## src/design/dct_pkg.sv

```systemverilog
// Shared types, constants and saturating helpers for the dedup count table.
// Used by dct_lane, dct_merge and the top level; depends on nothing.
`timescale 1ns / 1ps

package dct_pkg;

    // defaults for the top-level parameters
    localparam int DEF_TABLE_DEPTH = 256;
    localparam int DEF_MAX_COLUMNS = 8;
    localparam int DEF_VALUE_BITS  = 8;
    localparam int DEF_LANE_BITS   = 2;

    // fixed field widths
    localparam int COUNT_W   = 16;
    localparam int IN_LANE_W = 8;
    localparam int ROW_IN_W  = 64;
    localparam int SVAL_W    = 8;
    localparam int RIDX_W    = 8;
    localparam int COL_W     = 3;
    localparam int CFG_W     = 4;
    localparam int MODE_W    = 2;

    localparam logic [COUNT_W-1:0] COUNT_MAX = '1;

    typedef logic [MODE_W-1:0] t_mode;
    localparam t_mode MODE_ADD    = 2'd0;
    localparam t_mode MODE_REMOVE = 2'd1;
    localparam t_mode MODE_COUNT  = 2'd2;
    localparam t_mode MODE_TOTALS = 2'd3;

    // per-lane compare result for the row read this cycle
    typedef struct packed {
        logic               live;
        logic               key_hit;
        logic               state_hit;
        logic [COUNT_W-1:0] count;
    } t_lane_stat;

    // merged result of one scan step
    typedef struct packed {
        logic               vld;
        logic               hit;
        logic [COUNT_W-1:0] hit_cnt;
        logic [COUNT_W-1:0] sum;
    } t_merge_res;

    function automatic logic [COUNT_W-1:0] sat_inc(input logic [COUNT_W-1:0] a);
        return (a == COUNT_MAX) ? COUNT_MAX : a + COUNT_W'(1);
    endfunction

    function automatic logic [COUNT_W-1:0] sat_add(input logic [COUNT_W-1:0] a,
                                                   input logic [COUNT_W-1:0] b);
        logic [COUNT_W:0] s;
        s = {1'b0, a} + {1'b0, b};
        return s[COUNT_W] ? COUNT_MAX : s[COUNT_W-1:0];
    endfunction

endpackage

```

## src/design/dct_merge.sv

```systemverilog
// Merge stage: first matching lane and saturating sum of state hits, registered.
// Depends on dct_pkg.
`timescale 1ns / 1ps

module dct_merge import dct_pkg::*; #(
    parameter int LANE_BITS = 2,
    parameter int ADDR_W    = 6,
    localparam int LANES = 1 << LANE_BITS
) (
    input  logic                 i_clk,
    input  logic                 i_rst_n,
    input  logic                 i_vld,
    input  logic [ADDR_W-1:0]    i_addr,
    input  t_lane_stat           i_stat [LANES],
    output t_merge_res           o_res,
    output logic [LANE_BITS-1:0] o_lane,
    output logic [ADDR_W-1:0]    o_addr
);

    logic                         hit;
    logic [LANE_BITS-1:0]         hit_lane;
    logic [COUNT_W-1:0]           hit_cnt;
    logic [COUNT_W+LANE_BITS-1:0] acc;
    logic [COUNT_W-1:0]           sum;

    logic                 r_vld;
    logic                 r_hit;
    logic [COUNT_W-1:0]   r_hit_cnt;
    logic [COUNT_W-1:0]   r_sum;
    logic [LANE_BITS-1:0] r_lane;
    logic [ADDR_W-1:0]    r_addr;

    always_comb begin
        hit      = 1'b0;
        hit_lane = '0;
        hit_cnt  = '0;
        acc      = '0;
        // walk down so the lowest matching lane wins
        for (int l = LANES - 1; l >= 0; l--) begin
            if (i_stat[l].key_hit) begin
                hit      = 1'b1;
                hit_lane = LANE_BITS'(l);
                hit_cnt  = i_stat[l].count;
            end
        end
        for (int l = 0; l < LANES; l++) begin
            if (i_stat[l].state_hit) begin
                acc = acc + (COUNT_W+LANE_BITS)'(i_stat[l].count);
            end
        end
        sum = (|acc[COUNT_W+LANE_BITS-1:COUNT_W]) ? COUNT_MAX : acc[COUNT_W-1:0];
    end

    always_ff @(posedge i_clk) begin
        if (!i_rst_n) begin
            r_vld <= 1'b0;
        end else begin
            r_vld <= i_vld;
        end
    end

    always_ff @(posedge i_clk) begin
        r_hit     <= hit;
        r_hit_cnt <= hit_cnt;
        r_sum     <= sum;
        r_lane    <= hit_lane;
        r_addr    <= i_addr;
    end

    assign o_res.vld     = r_vld;
    assign o_res.hit     = r_hit;
    assign o_res.hit_cnt = r_hit_cnt;
    assign o_res.sum     = r_sum;
    assign o_lane        = r_lane;
    assign o_addr        = r_addr;

endmodule

```

## config.mk

```make
export PLATFORM = sky130hd
export DESIGN_NAME = dct_merge
export DESIGN_NICKNAME = d
export VERILOG_FILES = /design/src/design/dct_pkg.sv /design/src/design/dct_merge.sv
export SDC_FILE = /design/constraint.sdc
export NUM_CORES = 1
export LEC_CHECK = 0
export BUFFER_PORTS_ARGS = -buffer_cell sky130_fd_sc_hd__buf_2
export CELL_PAD_IN_SITES_DETAIL_PLACEMENT = 2
export CELL_PAD_IN_SITES_GLOBAL_PLACEMENT = 2
export CORE_ASPECT_RATIO = 2
export CORE_MARGIN = 5
export CORE_UTILIZATION = 32
export CTS_CLUSTER_SIZE = 30
export DETAILED_ROUTE_END_ITERATION = 8
export PLACE_DENSITY_LB_ADDON = 0.05
export SLEW_MARGIN = 20
export SYNTH_ARGS = -nofsm -noshare
export SYNTH_HDL_FRONTEND = slang
export SYNTH_SLANG_ARGS = --single-unit
```

## constraint.sdc

```tcl
create_clock -name i_clk -period 11.4 [get_ports i_clk]
set_input_delay 2.28 -clock i_clk [delete_from_list [all_inputs] [get_ports i_clk]]
set_output_delay 2.28 -clock i_clk [all_outputs]
set_load 0.02 [all_outputs]
```

==> results_dict.tcl <==
set metrics [dict create \
    ys_seq_area_share_pct 18.0 \
    gp_congestion 0.835 \
    vias 5117 \
    start_kind "input pin" \
    end_kind "flip-flop" \
    cts_made_buffers 5 \
    status "completed" \
    yosysUniqueCellTypes 72 \
    die_h_um 181 \
    cp_slowest_cell "buf_2" \
    avgSynthCellArea_um2 7.43 \
    synthesis.area_um2 4660 \
    ys_top_cells_by_area "dfxtp_1 18%, ha_1 12%, o21ai_0 6.7%" \
    drt-total-wl_mm 18.1 \
    synth.largest_area_cell "dfxtp_1" \
    required_ns 11.54 \
    initial_utilization_pct 32.5 \
    cts_root_buf "clkbuf_16" \
    min_path_type "in -> reg" \
    grt_antenna_before_repair 0 \
    syn_inst 628 \
    cpLargestDelayFamily "compound AO/OA/AOI/OAI gates" \
    power_w 0.000757 \
    cts_tree "done" \
    layout_commonest_cell "buf_2" \
    rsz0062_at_grt "false" \
    p_leak_nw 2.49 \
    crit_path_max_incr_delay_ns 0.46 \
    worstPathArrival_ns 9.43 \
    areaGrowthSynthToFinish_pct 18.1 \
    grt_max_degree 36 \
    grt_pass1_vias 5682 \
    viasPerCell 5.59 \
    timing_hold_violations_final 0 \
    path_class "in -> reg" \
    finalNonFillerCells 916 \
    first_pass_iters 4 \
    worst-path-buf-inv 3 \
    maxSlewViolCount 0 \
    die_w_um 95.4 \
    io_buffers 122 \
    synthFlopType "dfxtp_1" \
    fin_nets 855 \
    setup_viol 0 \
    ant_nets 0 \
    antenna_cells 0 \
    fmax_mhz 108 \
    period_share_pct 81.4 \
    yosysWarnings 0 \
    dieArea_um2 17200 \
    post_cts_buffers 0 \
    cts_sinks 42 \
    ys_seq_elements 42 \
    h-tree-depth 2 \
    tightest_slew_ns 0.697 \
    min_period_ns 9.28 \
    fin_tns_setup_ns 0 \
    io_pins 127 \
    synth_top_cell_area_share_pct 18.0 \
    drt-initial-drc-count 90 \
    synth_edf_count 0 \
    layout_common_cells "122 x buf_2, 69 x nand2_1, 62 x o21ai_0" \
    path_clk_slew_ns 0.07 \
    dp_cells 908 \
    ctsHoldBuffers 0 \
    crit_top_cell "ha_1" \
    core_um2 14400 \
    drive_above_1_share_pct 21.5 \
    peakVddDrop_mv 0.0856 \
    grt_use_total_pct 21.3 \
    core.rowCount 62 \
    cp_max_fo 32 \
    cap_violations 0 \
    async_flop_share_pct 0 \
    overflow 0 \
    slew_headroom_pct 52.3 \
    syn_nets 760 \
    ctsResizeCount 0 \
    dp_hpwl_mm 15.1 \
    cts_max_path_buffers 2 \
    power_density_nw_per_um2 137 \
    wl_per_cell_um 19.7 \
    drc 0 \
    grt_pass1_wl_mm 29.2 \
]
per-stage QoR:
stage | instance area [um2] | worst slack [ns] | hold slack, ns | utilization (%)
after floorplan | 4660 | 3.16 | 2.31 | -
final | 5510 | 2.12 | 2.09 | 38.4
after CTS | 5510 | 1.98 | 2.08 | 38.4
after global routing | 5510 | 1.36 | 2.08 | 38.4
after global placement | 5360 | 1.89 | 2.38 | 37.3
after detailed placement | 5360 | 1.72 | 2.38 | 37.3
where the power goes:
part	total (W)	switching, W	internal (W)
Clock	0.000153	0.0000704	0.0000826
Sequential	0.000180	0.00000600	0.000174
Combinational	0.000425	0.000259	0.000166
Total	0.000757	0.000335	0.000422
synthesized netlist by cell type, drive strengths merged, types with 5 or more instances:
| cell | instances |
|---|---|
| mux2 | 6 |
| nand4 | 7 |
| buf | 12 |
| nor3 | 6 |
| xor2 | 16 |
| dfxtp | 42 |
| a2111oi | 5 |
| nand2b | 7 |
| nand3 | 12 |
| nor2 | 61 |
| a21oi | 51 |
| o21bai | 5 |
| a211oi | 10 |
| o21ai | 69 |
| o211ai | 9 |
| clkbuf | 23 |
| nand2 | 69 |
| o21a | 12 |
| ha | 44 |
| a21o | 13 |
| inv | 25 |
| xnor2 | 19 |
| and2 | 10 |
| a22oi | 20 |
| o221ai | 5 |
sequential cells by signal, summed over array words and instances (netlist names):
| signal | cells |
|---|---|
| o_lane | 2 |
| o_addr | 6 |
| r_hit | 1 |
| r_sum | 16 |
| r_vld | 1 |
| r_hit_cnt | 16 |
cell type report:
| class | count | area [um2] |
|---|---|---|
| inverters | 27 | 101 |
| clock inverters | 3 | 25.0 |
| clock buffers | 5 | 125 |
| well taps | 192 | 240 |
| fillers | 1732 | 8840 |
| multi-input cells | 524 | 3560 |
| flip-flops and latches | 42 | 841 |
| repair buffers | 123 | 618 |
kinds of logic after synthesis:
logic type	count (synthesis)	synth area share, %
xor gates and xnor gates	35	6.57
and+or+nand+nor	199	19.8
muxes	10	2.31
adders and majority gates	50	13.7
buffers and inverters	62	5.66
AOI/OAI and AO/OA	230	33.9
DFF	42	18.0
final timing paths:
path       start                  end  slack, ns  depth (start not counted)
max   i_stat[73]  r_sum[6]$_SDFF_PP1_       2.12                         30
min    i_addr[1]    o_addr[1]$_DFF_P_       2.09                          1
per-layer routing:
| metal | up-vias | share of wire (%) | wire length [um] | global-route usage, % |
|---|---|---|---|---|
| li1 | 2474 | - | - | - |
| met1 | 2524 | 39 | 7070 | 23.2 |
| met2 | 101 | 56 | 10200 | 42.1 |
| met3 | 18 | 2.9 | 533 | 1.87 |
| met4 | 0 | 1.7 | 315 | 4.86 |
| met5 | - | 0 | 0 | 0 |
Power figures use the tool's default switching activity.
